File: src/rtl/core/msa_pkg.sv
// ---------------------------------------------------------------------------
// msa_pkg
// Word types and codes for the modular signed ALU.
// ---------------------------------------------------------------------------
package msa_pkg;

	localparam logic [3:0] OP_ADD = 4'd0;
	localparam logic [3:0] OP_SUB = 4'd1;
	localparam logic [3:0] OP_MUL = 4'd2;
	localparam logic [3:0] OP_DIV = 4'd3;
	localparam logic [3:0] OP_REM = 4'd4;
	localparam logic [3:0] OP_GTH = 4'd5;
	localparam logic [3:0] OP_LTH = 4'd6;
	localparam logic [3:0] OP_LTE = 4'd7;
	localparam logic [3:0] OP_GTE = 4'd8;
	localparam logic [3:0] OP_NEG = 4'd9;
	localparam logic [3:0] OP_ABS = 4'd10;
	localparam logic [3:0] OP_POW = 4'd11;

	localparam logic [1:0] ST_OK       = 2'd0;
	localparam logic [1:0] ST_TOO_WIDE = 2'd1;
	localparam logic [1:0] ST_ZERO_DIV = 2'd2;

	localparam logic [1:0] MAC_LAST = 2'd2;

	typedef struct packed {
		logic [3:0]  operation;
		logic [63:0] operand_a;
		logic [63:0] operand_b;
	} in_word_t;

	typedef struct packed {
		logic [63:0] value;
		logic        compare_true;
		logic [1:0]  status;
	} out_word_t;

endpackage

File: src/rtl/core/msa_mac.sv
// ---------------------------------------------------------------------------
// msa_mac
// One step of a 64x64 low-half product built from 32x32 partial products.
// ---------------------------------------------------------------------------
module msa_mac (
	input  logic [63:0] x,
	input  logic [63:0] y,
	input  logic [1:0]  step,
	input  logic [63:0] acc,
	output logic [63:0] sum
);

	logic [31:0] xs;
	logic [31:0] ys;
	logic [63:0] prod;

	// step 0: xlo*ylo, step 1: xlo*yhi<<32, step 2: xhi*ylo<<32
	always_comb begin
		xs = (step == msa_pkg::MAC_LAST) ? x[63:32] : x[31:0];
		ys = (step == 2'd1) ? y[63:32] : y[31:0];
		prod = {32'd0, xs} * {32'd0, ys};
		if (step == 2'd0) begin
			sum = prod;
		end else begin
			sum = acc + {prod[31:0], 32'd0};
		end
	end

endmodule

File: config.mk
export PLATFORM = sky130hd
export DESIGN_NAME = msa_mac
export DESIGN_NICKNAME = d
export VERILOG_FILES = /design/src/rtl/core/msa_pkg.sv /design/src/rtl/core/msa_mac.sv
export SDC_FILE = /design/constraint.sdc
export NUM_CORES = 2
export LEC_CHECK = 0
export ABC_AREA = 0
export BUFFER_PORTS_ARGS = -buffer_cell sky130_fd_sc_hd__clkbuf_2
export CORE_MARGIN = 1.5
export CORE_UTILIZATION = 55
export DETAILED_ROUTE_END_ITERATION = 10
export PLACE_DENSITY_LB_ADDON = 0.2
export SLEW_MARGIN = 20
export SYNTH_ARGS = -nofsm -noshare
export SYNTH_HDL_FRONTEND = slang
export SYNTH_SLANG_ARGS = --single-unit
File: constraint.sdc
create_clock -name vclk -period 14.9
set_input_delay 2.235 -clock vclk [all_inputs]
set_output_delay 2.235 -clock vclk [all_outputs]
set_load 0.01 [all_outputs]
==> impl_metrics.ini <==
[run_status]
status = complete, no violations

[clocking]
ctsResizeCount = 0
hold_buffers = 0
cts_setup_buffers = 0

[routing]
routed-via-count = 29727
routed_wl_um = 118000
drc = 0
wire_per_inst_um = 22.6
first_iter_violations = 2641
antenna_left = 0
firstDrtPassIters = 6
via_per_inst = 5.69

[sta]
period_needed_ns = 14.41
finalCritPeriodShare_pct = 96.7
slew_viol_final = 0
hold_violations = 0
tightestPinTransition_ns = 1.00
whs_ns = 4.75
setup_viol = 0
rsz0062_at_grt = no
slew_headroom_pct = 33.2
max_clock_freq_mhz = 69.4
tns_ns = 0

[die]
core_area_um2 = 64200
die_w_um = 257
io_pins = 258
start_util_pct = 55.4
die_h_um = 257
num_rows = 93
die_area_um2 = 66200

[synthesis]
syn_inst = 4209
synth.area.top_cells = fa_1 50%, ha_1 10%, inv_1 9.6%
syn_nets = 5596
syn_area_per_cell_um2 = 8.45
synth_top_area_share_pct = 50.5
synth_top_area_cell = fa_1
yosysUniqueCellTypes = 76
yosysWarnings = 0
ys_seq_area_share_pct = 0
syn_area_um2 = 35600

[setup_path]
end_kind = primary output
crit_start = step[0]
arrival_ns = 12.18
cp_slowest_cell = mux2_2
worstSetupPathType = in -> out
crit_top_cell = fa_1
cp.required_ns = 12.66
critPathMaxFanout = 24
cpPeakStageDelay_ns = 0.58
cp-start-kind = input pin

[global_route]
grtUsageTotal_pct = 36.7
antenna_found_initial = 2
grt_max_degree = 70
grt_pass1_wl_um = 184000
grt_pass1_vias = 31098
grt_overflow = 0

[cells_and_area]
seq_cells = 0
syn_to_final_growth_pct = 6.86
regArea_um2 = 0
drive_gt1_share_pct = 10.8
clockBufferCount = 0
final_net_count = 5759

[min_path]
worstHoldStart = acc[23]
hold_class = in -> out
min_to = sum[23]
min_path_cells = 4

[placement]
gp_congestion = 1.05
port_buffers = 258
dpl.hpwl_um = 101000

[flow_run]
cap_viol_max_count = 0
==> synth_stat cells, types with 8 or more instances <==
cell type / number
fa_1: 897
o21bai_1: 12
a21oi_1: 109
o21ai_0: 64
xnor2_1: 59
o21ai_1: 19
buf_2: 12
xor2_1: 26
nand3_1: 16
nand4_1: 18
nor2b_1: 17
ha_1: 296
o21a_1: 11
and3_1: 14
and2_1: 24
a211oi_1: 8
nand2b_1: 18
nor2_1: 408
a21o_1: 38
mux2i_1: 59
o211ai_1: 9
nand2_1: 826
mux2_2: 61
clkbuf_1: 172
a31oi_1: 10
inv_1: 906
==> logic make-up after synthesis <==
| kind of cell | Yosys count | share of synthesized area, % |
|---|---|---|
| XOR/XNOR | 86 | 2.14 |
| AO/OA/AOI/OAI | 332 | 6.10 |
| adder cells (fa/ha/maj) | 1193 | 60.9 |
| AND/OR/NAND/NOR | 1372 | 15.4 |
| multiplexers | 120 | 3.59 |
| buffers and inverters | 1106 | 11.8 |
==> cell type report <==
type / instances / area [µm²]
Timing Repair Buffer: 361 / 2080
Fill cell: 5947 / 26200
Tap cell: 855 / 1070
Antenna cell: 1 / 2.50
Inverter: 906 / 3400
Multi-Input combinational cell: 3103 / 31500
==> layout by cell type (no fill, tap or decap), drive strengths merged, types with 39 or more instances in the layout <==
cell / n
a21o: 39
clkbuf: 258
xnor2: 60
mux2i: 59
a21oi: 110
nor2: 408
inv: 906
buf: 103
mux2: 61
fa: 897
nand2: 826
ha: 296
o21ai: 86
==> critical path: cells and delay by family <==
kind                       cells  cell delay [ns]
and+or+nand+nor                5             0.98
muxes                          2             0.72
buffers and inverters         10             1.13
adders and majority gates     10             4.65
xor gates and xnor gates       2             0.53
AOI/OAI and AO/OA             10             1.87
==> per-layer routing <==
metal | global-route usage (%) | wire, µm
met1 | 49.7 | 46100
met2 | 56.7 | 52400
met3 | 8.92 | 13200
met4 | 15.1 | 6210
met5 | 0 | 0
==> through the flow <==
| stage | worst slack (ns) | cell area (µm²) | cells | utilization (%) |
|---|---|---|---|---|
| after floorplan | 1.52 | 35600 | 4209 | - |
| final | 0.489 | 38000 | 5226 | 59.2 |
| after global placement | 0.692 | 38000 | 5225 | 59.2 |
| after global routing | 0.00532 | 38000 | 5226 | 59.2 |
| after CTS | 0.610 | 38000 | 5225 | 59.2 |
| after detailed placement | 0.643 | 38000 | 5225 | 59.2 |
==> how the worst max path moves through the flow <==
stage | depth (start not counted) | slack [ns] | end
floorplan | 39 | 1.52 | sum[63]
global placement | 32 | 0.69 | sum[63]
detailed placement | 39 | 0.64 | sum[63]
CTS | 39 | 0.61 | sum[63]
global route | 39 | 0.005 | sum[63]
finish | 39 | 0.49 | sum[63]
Power is left out: the tool's default activity adds up to more than one toggle a clock period on the data nets, which glitch-free logic cannot reach.
